==> config.mk <==
export PLATFORM = sky130hd
export DESIGN_NAME = tlb_fifo_page_translate_flat
export DESIGN_NICKNAME = d
export VERILOG_FILES = /design/src/tlb_pkg.sv /design/src/tlb_req_if.sv /design/src/tlb_rsp_if.sv /design/src/tlb_ctrl.sv /design/src/tlb_dp.sv /design/src/tlb_fifo_page_translate.sv /design/src/flat_wrapper.sv
export SDC_FILE = /design/constraint.sdc
export NUM_CORES = 1
export LEC_CHECK = 0
export ABC_AREA = 1
export BUFFER_PORTS_ARGS = -buffer_cell sky130_fd_sc_hd__clkbuf_2
export CAP_MARGIN = 20
export CORE_UTILIZATION = 45
export DETAILED_ROUTE_END_ITERATION = 10
export GPL_TIMING_DRIVEN = 0
export PLACE_DENSITY = 0.64
export SETUP_SLACK_MARGIN = 0.4
export SLEW_MARGIN = 20
export SYNTH_ARGS = -nofsm -noshare
export SYNTH_HDL_FRONTEND = slang
export SYNTH_SLANG_ARGS = --single-unit
==> constraint.sdc <==
create_clock -name clk -period 3.76 [get_ports clk]
set_input_delay 0.376 -clock clk [delete_from_list [all_inputs] [get_ports clk]]
set_output_delay 0.376 -clock clk [all_outputs]
set_load 0.01 [all_outputs]
==> src/tlb_pkg.sv <==
// Shared types for the TLB / page-table translation block.
`default_nettype none
package tlb_pkg;

  typedef enum logic [1:0] {
    REQ_WRITE = 2'd0,
    REQ_PRIME = 2'd1,
    REQ_XLATE = 2'd2
  } req_t;

  typedef enum logic [1:0] {
    ST_IDLE,
    ST_XLATE,
    ST_PRIME
  } state_t;

  typedef enum logic [1:0] {
    RD_REQ_PAGE,
    RD_ZERO,
    RD_NEXT
  } rd_sel_t;

  typedef struct packed {
    logic    latch_req;
    logic    pt_write;
    logic    pt_rd_en;
    rd_sel_t rd_sel;
    logic    prime_start;
    logic    prime_step;
    logic    xlate_commit;
  } cmd_t;

  typedef struct packed {
    logic prime_last;
    logic out_free;
  } sts_t;

endpackage
`default_nettype wire

==> src/tlb_req_if.sv <==
// Request channel: valid/ready plus request word.
`default_nettype none
interface tlb_req_if #(
  parameter int OFFSET_WIDTH = 3,
  parameter int PAGE_WIDTH   = 5,
  parameter int FRAME_WIDTH  = 13
);
  logic                             valid;
  logic                             ready;
  logic [1:0]                       req_type;
  logic [PAGE_WIDTH-1:0]            entry_page;
  logic [FRAME_WIDTH-1:0]           entry_frame;
  logic [PAGE_WIDTH+OFFSET_WIDTH-1:0] logical_address;

  modport source (output valid, req_type, entry_page, entry_frame, logical_address,
                  input ready);
  modport sink   (input valid, req_type, entry_page, entry_frame, logical_address,
                  output ready);
endinterface
`default_nettype wire

==> src/tlb_rsp_if.sv <==
// Result channel: valid/ready plus translated address word.
`default_nettype none
interface tlb_rsp_if #(
  parameter int OFFSET_WIDTH = 3,
  parameter int FRAME_WIDTH  = 13
);
  logic                                valid;
  logic                                ready;
  logic [FRAME_WIDTH+OFFSET_WIDTH-1:0] physical_address;
  logic                                tlb_hit;

  modport source (output valid, physical_address, tlb_hit, input ready);
  modport sink   (input valid, physical_address, tlb_hit, output ready);
endinterface
`default_nettype wire

==> src/tlb_ctrl.sv <==
// Controller FSM: sequences page-table writes, TLB prime sweep and lookups.
`default_nettype none
module tlb_ctrl (
  input  wire logic          clk,
  input  wire logic          rst_n,
  input  wire logic          in_valid,
  input  wire logic [1:0]    in_req_type,
  output logic               in_ready,
  input  wire tlb_pkg::sts_t sts,
  output tlb_pkg::cmd_t      cmd
);
  import tlb_pkg::*;

  state_t state_r, state_nxt;
  logic   accept;

  assign in_ready = (state_r == ST_IDLE);
  assign accept   = in_valid && in_ready;

  always_ff @(posedge clk) begin
    if (!rst_n) begin
      state_r <= ST_IDLE;
    end else begin
      state_r <= state_nxt;
    end
  end

  always_comb begin
    state_nxt = state_r;
    case (state_r)
      ST_IDLE: begin
        if (accept) begin
          case (req_t'(in_req_type))
            REQ_XLATE: state_nxt = ST_XLATE;
            REQ_PRIME: state_nxt = ST_PRIME;
            default:   state_nxt = ST_IDLE;
          endcase
        end
      end
      ST_XLATE: begin
        if (sts.out_free) state_nxt = ST_IDLE;
      end
      ST_PRIME: begin
        if (sts.prime_last) state_nxt = ST_IDLE;
      end
      default: state_nxt = ST_IDLE;
    endcase
  end

  always_comb begin
    cmd = '0;
    cmd.rd_sel = RD_REQ_PAGE;
    case (state_r)
      ST_IDLE: begin
        if (accept) begin
          case (req_t'(in_req_type))
            REQ_WRITE: cmd.pt_write = 1'b1;
            REQ_PRIME: begin
              cmd.pt_rd_en    = 1'b1;
              cmd.rd_sel      = RD_ZERO;
              cmd.prime_start = 1'b1;
            end
            REQ_XLATE: begin
              cmd.pt_rd_en  = 1'b1;
              cmd.latch_req = 1'b1;
            end
            default: ;
          endcase
        end
      end
      ST_XLATE: begin
        cmd.xlate_commit = sts.out_free;
      end
      ST_PRIME: begin
        // write slot k from the table word read last cycle, fetch k+1
        cmd.prime_step = 1'b1;
        cmd.pt_rd_en   = 1'b1;
        cmd.rd_sel     = RD_NEXT;
      end
      default: ;
    endcase
  end

endmodule
`default_nettype wire

==> src/tlb_dp.sv <==
// Datapath: page-table memory, TLB entries, FIFO pointer and result register.
`default_nettype none
module tlb_dp #(
  parameter int OFFSET_WIDTH = 3,
  parameter int PAGE_WIDTH   = 5,
  parameter int FRAME_WIDTH  = 13,
  parameter int TLB_ENTRIES  = 4
) (
  input  wire logic                                clk,
  input  wire logic                                rst_n,
  input  wire logic [PAGE_WIDTH-1:0]               in_entry_page,
  input  wire logic [FRAME_WIDTH-1:0]              in_entry_frame,
  input  wire logic [PAGE_WIDTH+OFFSET_WIDTH-1:0]  in_logical_address,
  input  wire tlb_pkg::cmd_t                       cmd,
  output tlb_pkg::sts_t                            sts,
  input  wire logic                                out_ready,
  output logic                                     out_valid,
  output logic [FRAME_WIDTH+OFFSET_WIDTH-1:0]      out_physical_address,
  output logic                                     out_tlb_hit
);
  import tlb_pkg::*;

  localparam int PT_DEPTH = 1 << PAGE_WIDTH;
  localparam int IDX_W    = (TLB_ENTRIES > 1) ? $clog2(TLB_ENTRIES) : 1;
  localparam int LA_W     = PAGE_WIDTH + OFFSET_WIDTH;

  // page table: undefined until written, no clear
  logic [FRAME_WIDTH-1:0] pt_mem [PT_DEPTH];
  logic [FRAME_WIDTH-1:0] pt_rdata_r;
  logic [PAGE_WIDTH-1:0]  pt_raddr;

  logic [PAGE_WIDTH-1:0]  tlb_pages_r  [TLB_ENTRIES];
  logic [FRAME_WIDTH-1:0] tlb_frames_r [TLB_ENTRIES];

  logic [IDX_W-1:0] replace_r, replace_nxt;
  logic [IDX_W-1:0] cnt_r, cnt_nxt;
  logic [LA_W-1:0]  la_r;

  logic                    out_valid_r, out_valid_nxt;
  logic [LA_W+FRAME_WIDTH-PAGE_WIDTH-1:0] out_pa_r;
  logic                    out_hit_r;

  logic [PAGE_WIDTH-1:0]   la_page;
  logic [OFFSET_WIDTH-1:0] la_off;
  logic                    hit;
  logic [IDX_W-1:0]        hit_idx;
  logic [FRAME_WIDTH-1:0]  frame_sel;
  logic                    cnt_last;

  assign la_page  = la_r[LA_W-1:OFFSET_WIDTH];
  assign la_off   = la_r[OFFSET_WIDTH-1:0];
  assign cnt_last = (cnt_r == IDX_W'(TLB_ENTRIES - 1));

  always_comb begin
    case (cmd.rd_sel)
      RD_REQ_PAGE: pt_raddr = in_logical_address[LA_W-1:OFFSET_WIDTH];
      RD_ZERO:     pt_raddr = '0;
      RD_NEXT:     pt_raddr = PAGE_WIDTH'(cnt_r + IDX_W'(1));
      default:     pt_raddr = '0;
    endcase
  end

  always_ff @(posedge clk) begin
    if (cmd.pt_write) pt_mem[in_entry_page] <= in_entry_frame;
  end

  always_ff @(posedge clk) begin
    if (cmd.pt_rd_en) pt_rdata_r <= pt_mem[pt_raddr];
  end

  always_ff @(posedge clk) begin
    if (cmd.latch_req) la_r <= in_logical_address;
  end

  // lowest matching slot wins
  always_comb begin
    hit     = 1'b0;
    hit_idx = '0;
    for (int k = TLB_ENTRIES - 1; k >= 0; k--) begin
      if (tlb_pages_r[k] == la_page) begin
        hit     = 1'b1;
        hit_idx = IDX_W'(k);
      end
    end
  end

  assign frame_sel = hit ? tlb_frames_r[hit_idx] : pt_rdata_r;

  always_ff @(posedge clk) begin
    if (!rst_n) begin
      for (int k = 0; k < TLB_ENTRIES; k++) begin
        tlb_pages_r[k]  <= '0;
        tlb_frames_r[k] <= '0;
      end
    end else if (cmd.prime_step) begin
      tlb_pages_r[cnt_r]  <= PAGE_WIDTH'(cnt_r);
      tlb_frames_r[cnt_r] <= pt_rdata_r;
    end else if (cmd.xlate_commit && !hit) begin
      tlb_pages_r[replace_r]  <= la_page;
      tlb_frames_r[replace_r] <= pt_rdata_r;
    end
  end

  always_comb begin
    replace_nxt = replace_r;
    if (cmd.prime_start) begin
      replace_nxt = '0;
    end else if (cmd.xlate_commit && !hit) begin
      replace_nxt = (replace_r == IDX_W'(TLB_ENTRIES - 1)) ? '0 : replace_r + IDX_W'(1);
    end
  end

  always_comb begin
    cnt_nxt = cnt_r;
    if (cmd.prime_start) begin
      cnt_nxt = '0;
    end else if (cmd.prime_step) begin
      cnt_nxt = cnt_r + IDX_W'(1);
    end
  end

  always_ff @(posedge clk) begin
    if (!rst_n) begin
      replace_r <= '0;
      cnt_r     <= '0;
    end else begin
      replace_r <= replace_nxt;
      cnt_r     <= cnt_nxt;
    end
  end

  // result register parts the two sides of the handshake
  always_comb begin
    out_valid_nxt = out_valid_r;
    if (cmd.xlate_commit) begin
      out_valid_nxt = 1'b1;
    end else if (out_ready) begin
      out_valid_nxt = 1'b0;
    end
  end

  always_ff @(posedge clk) begin
    if (!rst_n) begin
      out_valid_r <= 1'b0;
    end else begin
      out_valid_r <= out_valid_nxt;
    end
  end

  always_ff @(posedge clk) begin
    if (cmd.xlate_commit) begin
      out_pa_r  <= {frame_sel, la_off};
      out_hit_r <= hit;
    end
  end

  assign sts.prime_last = cnt_last;
  assign sts.out_free   = !out_valid_r || out_ready;

  assign out_valid            = out_valid_r;
  assign out_physical_address = out_pa_r;
  assign out_tlb_hit          = out_hit_r;

endmodule
`default_nettype wire

==> src/tlb_fifo_page_translate.sv <==
// Top level: address translation with a FIFO-replaced TLB over a page table.
// Each request word is one of: page-table write (stays idle, no result),
// TLB prime (loads slot k with page k and its table frame, resets the FIFO
// pointer, returns no result; busy until every slot is loaded), or translate
// (a synchronous page-table read, then the TLB search and result; one result
// word with physical_address = {frame, offset} and tlb_hit). The page table is
// a memory with separate read and write addresses that powers up undefined;
// translating or priming through an entry never written returns an arbitrary
// frame. The result sits in an output register, so a new request is taken while
// the previous result waits; a translate holds in its search step only while
// that register is full and not being drained.
`default_nettype none
module tlb_fifo_page_translate #(
  parameter int OFFSET_WIDTH = 3,
  parameter int PAGE_WIDTH   = 5,
  parameter int FRAME_WIDTH  = 13,
  parameter int TLB_ENTRIES  = 4
) (
  input wire logic  clk,
  input wire logic  rst_n,
  tlb_req_if.sink   in_req,
  tlb_rsp_if.source out_rsp
);
  import tlb_pkg::*;

  cmd_t cmd;
  sts_t sts;

  tlb_ctrl u_ctrl (
    .clk         (clk),
    .rst_n       (rst_n),
    .in_valid    (in_req.valid),
    .in_req_type (in_req.req_type),
    .in_ready    (in_req.ready),
    .sts         (sts),
    .cmd         (cmd)
  );

  tlb_dp #(
    .OFFSET_WIDTH (OFFSET_WIDTH),
    .PAGE_WIDTH   (PAGE_WIDTH),
    .FRAME_WIDTH  (FRAME_WIDTH),
    .TLB_ENTRIES  (TLB_ENTRIES)
  ) u_dp (
    .clk                  (clk),
    .rst_n                (rst_n),
    .in_entry_page        (in_req.entry_page),
    .in_entry_frame       (in_req.entry_frame),
    .in_logical_address   (in_req.logical_address),
    .cmd                  (cmd),
    .sts                  (sts),
    .out_ready            (out_rsp.ready),
    .out_valid            (out_rsp.valid),
    .out_physical_address (out_rsp.physical_address),
    .out_tlb_hit          (out_rsp.tlb_hit)
  );

endmodule
`default_nettype wire
==> src/flat_wrapper.sv <==
// flat-port wrapper written by rule: the top's interface ports become plain ports
module tlb_fifo_page_translate_flat import tlb_pkg::*;
#(
  parameter int OFFSET_WIDTH = 3,
  parameter int PAGE_WIDTH   = 5,
  parameter int FRAME_WIDTH  = 13,
  parameter int TLB_ENTRIES  = 4
)
  (clk, rst_n, in_req_valid, in_req_req_type, in_req_entry_page, in_req_entry_frame, in_req_logical_address, in_req_ready, out_rsp_valid, out_rsp_physical_address, out_rsp_tlb_hit, out_rsp_ready);
  tlb_req_if #(.OFFSET_WIDTH(OFFSET_WIDTH), .PAGE_WIDTH(PAGE_WIDTH), .FRAME_WIDTH(FRAME_WIDTH)) in_req_i ();
  tlb_rsp_if #(.OFFSET_WIDTH(OFFSET_WIDTH), .FRAME_WIDTH(FRAME_WIDTH)) out_rsp_i ();
  input wire logic clk;
  input wire logic rst_n;
  input wire logic [$bits(in_req_i.valid)-1:0] in_req_valid;
  input wire logic [$bits(in_req_i.req_type)-1:0] in_req_req_type;
  input wire logic [$bits(in_req_i.entry_page)-1:0] in_req_entry_page;
  input wire logic [$bits(in_req_i.entry_frame)-1:0] in_req_entry_frame;
  input wire logic [$bits(in_req_i.logical_address)-1:0] in_req_logical_address;
  output wire logic [$bits(in_req_i.ready)-1:0] in_req_ready;
  output wire logic [$bits(out_rsp_i.valid)-1:0] out_rsp_valid;
  output wire logic [$bits(out_rsp_i.physical_address)-1:0] out_rsp_physical_address;
  output wire logic [$bits(out_rsp_i.tlb_hit)-1:0] out_rsp_tlb_hit;
  input wire logic [$bits(out_rsp_i.ready)-1:0] out_rsp_ready;
  assign in_req_i.valid = in_req_valid;
  assign in_req_i.req_type = in_req_req_type;
  assign in_req_i.entry_page = in_req_entry_page;
  assign in_req_i.entry_frame = in_req_entry_frame;
  assign in_req_i.logical_address = in_req_logical_address;
  assign in_req_ready = in_req_i.ready;
  assign out_rsp_valid = out_rsp_i.valid;
  assign out_rsp_physical_address = out_rsp_i.physical_address;
  assign out_rsp_tlb_hit = out_rsp_i.tlb_hit;
  assign out_rsp_i.ready = out_rsp_ready;
  tlb_fifo_page_translate #(.OFFSET_WIDTH(OFFSET_WIDTH), .PAGE_WIDTH(PAGE_WIDTH), .FRAME_WIDTH(FRAME_WIDTH), .TLB_ENTRIES(TLB_ENTRIES)) u_core (.clk(clk), .rst_n(rst_n), .in_req(in_req_i), .out_rsp(out_rsp_i));
endmodule
==> results_tabular.tex <==
\begin{tabular}{lr}
\hline
Metric & Value \\
\hline
\multicolumn{2}{l}{\textbf{Outcome}} \\
Outcome & finished, final reports clean \\
\multicolumn{2}{l}{\textbf{Clock network}} \\
Post-CTS setup repair buffer count & 0 \\
CTS root buffer & clkbuf\_16 \\
TritonCTS Buffers & 56 \\
CTS Sinks & 533 \\
CTS max path bufs & 3 \\
Clock transition time at the flip-flop clock pins of the worst setup and hold paths & 0.06 ns \\
Clock insertion delay at the later pin of the skew report & 0.64 ns \\
H-tree levels & 2 \\
CTS tree & built \\
\multicolumn{2}{l}{\textbf{Finish}} \\
Top library cells by usage in the layout, fill and taps aside & nand2\_1, edfxtp\_1, nand3\_1 \\
Most common cell after layout, fill and taps aside & nand2\_1 \\
Post-layout net count & 2374 \\
Layout cells sized above 1 & 10.17\% \\
Total area of multi-input combinational cells & 0.006047 mm² \\
Syn-to-layout area delta & 12.94\% \\
Area of all sequential standard cells & 0.01594 mm² \\
Cell Count, Final, Fillers Out & 3059 \\
Number of fill cells in the layout & 4526 \\
Number of inserted diodes & 0 \\
\multicolumn{2}{l}{\textbf{Floorplan}} \\
IO Count & 51 \\
Core ar. & 0.05161 mm² \\
Die W & 231.1 µm \\
Starting utilization of the core area & 45.75\% \\
DIE HEIGHT & 231.1 µm \\
Number of placement rows & 83 \\
Die Footprint & 0.05339 mm² \\
\multicolumn{2}{l}{\textbf{Run}} \\
Number of max-cap violations & 0 \\
\multicolumn{2}{l}{\textbf{Placed design}} \\
HPWL after detailed placement & 41140 µm \\
Global placement routability congestion & 0.9280 \\
Number of I/O port buffers & 50 \\
Cell Count Post-Placement & 2949 \\
\multicolumn{2}{l}{\textbf{Worst setup path}} \\
Critical R2R Capture & u\_core.u\_dp.pt\_mem[2][5] \\
Peak per-stage delay on the critical path & 0.93 ns \\
Data arrival time of the critical path & 3.30 ns \\
Largest delay contributor family on the critical path & simple AND/OR/NAND/NOR gates \\
Series of cell instances along the critical path & nor2\_2 -> nand2\_1 -> nor2\_1 -> nand3\_1 -> nor2\_2 \\
Crit path kind & reg -> reg \\
Bufs and invs on worst path & 0 \\
Kind of launch point of the worst setup path & register \\
Reg2Reg Launch Point & u\_core.u\_ctrl.state\_r[1] \\
Endpoint type of the worst setup path & register \\
R2R depth & 5 \\
Cell with the most instances on the worst path & nor2\_2 \\
Data required time of the worst path & 3.99 ns \\
Slack of the worst reg-to-reg path & 0.69 ns \\
Max FO, Critical Path & 13 \\
Library cell contributing the largest single delay on the critical path & nor2\_2 \\
\multicolumn{2}{l}{\textbf{Timing}} \\
Maximum operating frequency & 325.8 MHz \\
Endpoints failing setup & 0 \\
Count of final hold-check violations & 0 \\
Relative slew slack & 34.37\% \\
Final Skew & 0.03228 ns \\
Final-report max-slew violation count & 0 \\
Worst-Margin Slew & 0.9844 ns \\
RSZ-0062 raised after global routing & no \\
Final clock period utilization by the worst path & 81.64\% \\
Worst hold slack & 0.1322 ns \\
Clock period minus worst slack & 3.070 ns \\
\multicolumn{2}{l}{\textbf{Synthesis}} \\
Synth unique cells & 31 \\
Post-synth top area share & 66.89\% \\
Syn. warnings & 0 \\
Cell types occupying the most area after synthesis & edfxtp\_1, nand2\_1, nand3\_1, inv\_1, nand3b\_1 \\
Post-synthesis sequential element count & 533 \\
Synthesized netlist net count & 2255 \\
Yosys top cell by area & edfxtp\_1 \\
Average footprint of a synthesized cell & 10.65 µm² \\
Share of the yosys chip area belonging to registers & 67.49\% \\
Gate Count Post-Synth & 2217 \\
Mapped Area & 0.02361 mm² \\
\multicolumn{2}{l}{\textbf{Drt}} \\
Final routed wirelength across all metal layers & 63370 µm \\
Post-route antenna net violation count & 0 \\
Initial detailed-routing violation count & 1669 \\
Detailed-routing iteration count for the pre-antenna-repair pass & 5 \\
Total vias in the final route & 16256 \\
Via density & 5.314 \\
Number of remaining DRC errors & 0 \\
Detail-routed net length per standard cell & 20.72 µm \\
\multicolumn{2}{l}{\textbf{Power and ir drop}} \\
Total Power & 13.47 mW \\
Power per Cell Area & 505.2 mW/mm² \\
Portion of total power attributed to sequential cells & 49.5\% \\
Total net switching power & 3.364 mW \\
VDD IR max & 0.4081 mV \\
Leakage & 10.69 nW \\
Part of the total power dissipated in combinational logic & 10.4\% \\
Cell internal pwr & 10.11 mW \\
Proportion of total power due to net switching & 24.97\% \\
Part of the power in the clock network & 40.1\% \\
\multicolumn{2}{l}{\textbf{Global route}} \\
Vias in the first global route & 15917 \\
Pin count of the biggest net entering global routing & 33 \\
Initial antenna violation count & 1 \\
Total Routing Usage GR & 24.22\% \\
Grt total ovfl & 0 \\
Wire length of the first global-routing pass & 95990 µm \\
\multicolumn{2}{l}{\textbf{Min path}} \\
Hold Path Cell Cnt & 3 \\
Endpoint, Worst Hold & u\_core.u\_ctrl.state\_r[0] \\
HP Class & in -> reg \\
Launch point of the worst hold path & in\_req\_valid \\
\hline
\end{tabular}
synthesized netlist by cell type:
master    count
or2_0         1
and2b_1       1
nor3b_4       1
edfxtp_1    526
o21ai_0      12
a41oi_1       1
nor2_1      131
clkinv_1      1
buf_6        13
nand3_2       1
clkbuf_1     52
nand2_2       7
dfxtp_1       7
buf_1         8
xnor2_1       6
inv_1       292
buf_2        31
nand3_1     384
xor2_1        1
or2_2         1
nand4_1       6
nand2_1     565
nand2_4       2
buf_4        11
o21ai_1       4
a21oi_1       7
inv_2         4
ha_1          6
clkbuf_2      1
nor2_2        4
nand3b_1    130
area by class of cell:
type | instances | area share, %
clock inverters | 33 | 1.084
flip-flops and latches | 533 | 59.75
plain buffers | 116 | 2.304
repair buffers | 60 | 1.309
clock buffers | 68 | 5.503
well taps | 680 | 3.190
multi-input cells | 1272 | 22.68
inverters | 297 | 4.180
flip-flops by register name, indices dropped and copies added (netlist names):
| signal | count |
|---|---|
| u_core.u_dp.out_valid | 1 |
| u_core.u_dp.out_tlb_hit | 1 |
| u_core.u_dp.cnt_r | 2 |
| u_core.u_dp.tlb_pages_r | 20 |
| u_core.u_dp.pt_mem | 416 |
| u_core.u_dp.pt_rdata_r | 13 |
| u_core.u_dp.out_physical_address | 16 |
| u_core.u_ctrl.state_r | 2 |
| u_core.u_dp.la_r | 8 |
| u_core.u_dp.replace_r | 2 |
| u_core.u_dp.tlb_frames_r | 52 |
layer usage:
metal	up-vias	wire (µm)	track usage (%)
met5	-	0	0
li1	7651	-	-
met4	0	1834	7.492
met3	116	4589	4.343
met2	625	30690	40.55
met1	7864	26260	32.06
power groups by stage:
stage               sequential (mW)  combinational (mW)  clock, mW
detailed placement             6.79                1.37          0
global route                   6.68                1.52       5.67
floorplan                      6.78               0.808          0
CTS                            6.67                1.38       5.47
finish                         6.67                1.40       5.40
global placement               6.79                1.34          0
worst min-delay path, delay by kind of cell:
family | cells | cell delay [ns]
AOI/OAI and AO/OA | 1 | 0.12
buffers and inverters | 1 | 0.12
and+or+nand+nor | 1 | 0.08
worst max-delay path by stage:
stage | startpoint | end | slack, ns | depth (start not counted)
CTS | u_core.u_ctrl.state_r[0] | u_core.u_dp.tlb_pages_r[2][3] | 0.50 | 10
finish | u_core.u_ctrl.state_r[1] | u_core.u_dp.pt_mem[2][5] | 0.69 | 5
detailed placement | in_req_req_type[0] | u_core.u_dp.pt_mem[23][3] | 0.44 | 7
floorplan | u_core.u_ctrl.state_r[0] | u_core.u_dp.tlb_frames_r[3][0] | 1.02 | 8
global placement | u_core.u_ctrl.state_r[0] | u_core.u_dp.tlb_frames_r[3][7] | -0.03 | 8
global route | u_core.u_ctrl.state_r[1] | u_core.u_dp.pt_mem[2][5] | 0.61 | 5
per-stage QoR:
step | TNS (ns) | util [%] | instance area, µm² | setup slack (ns)
floorplan | 0 | - | 23610 | 1.016
global placement | -0.5112 | 47.88 | 24710 | -0.03038
detailed placement | 0 | 48.03 | 24790 | 0.4395
CTS | 0 | 51.59 | 26630 | 0.4961
global route | 0 | 51.67 | 26670 | 0.6116
finish | 0 | 51.67 | 26670 | 0.6902
logic make-up (layout without fill, tap and decap cells):
kind of cell / Yosys count / in the layout / share of synthesized area, %
flip-flops: 533 / 533 / 67.49
AND/OR/NAND/NOR: 1234 / 1235 / 24.09
adder cells (fa/ha/maj): 6 / 6 / 0.3179
AO/OA/AOI/OAI: 24 / 24 / 0.5246
buffers and inverters: 413 / 574 / 7.323
XOR/XNOR: 7 / 7 / 0.2596
timing repair:
item,in CTS,in global routing
endpoints found under the hold margin,8,0
hold buffers,8,0
resized for setup,0,3
setup endpoints to repair,0,54
(Power assumes the default switching activity.)
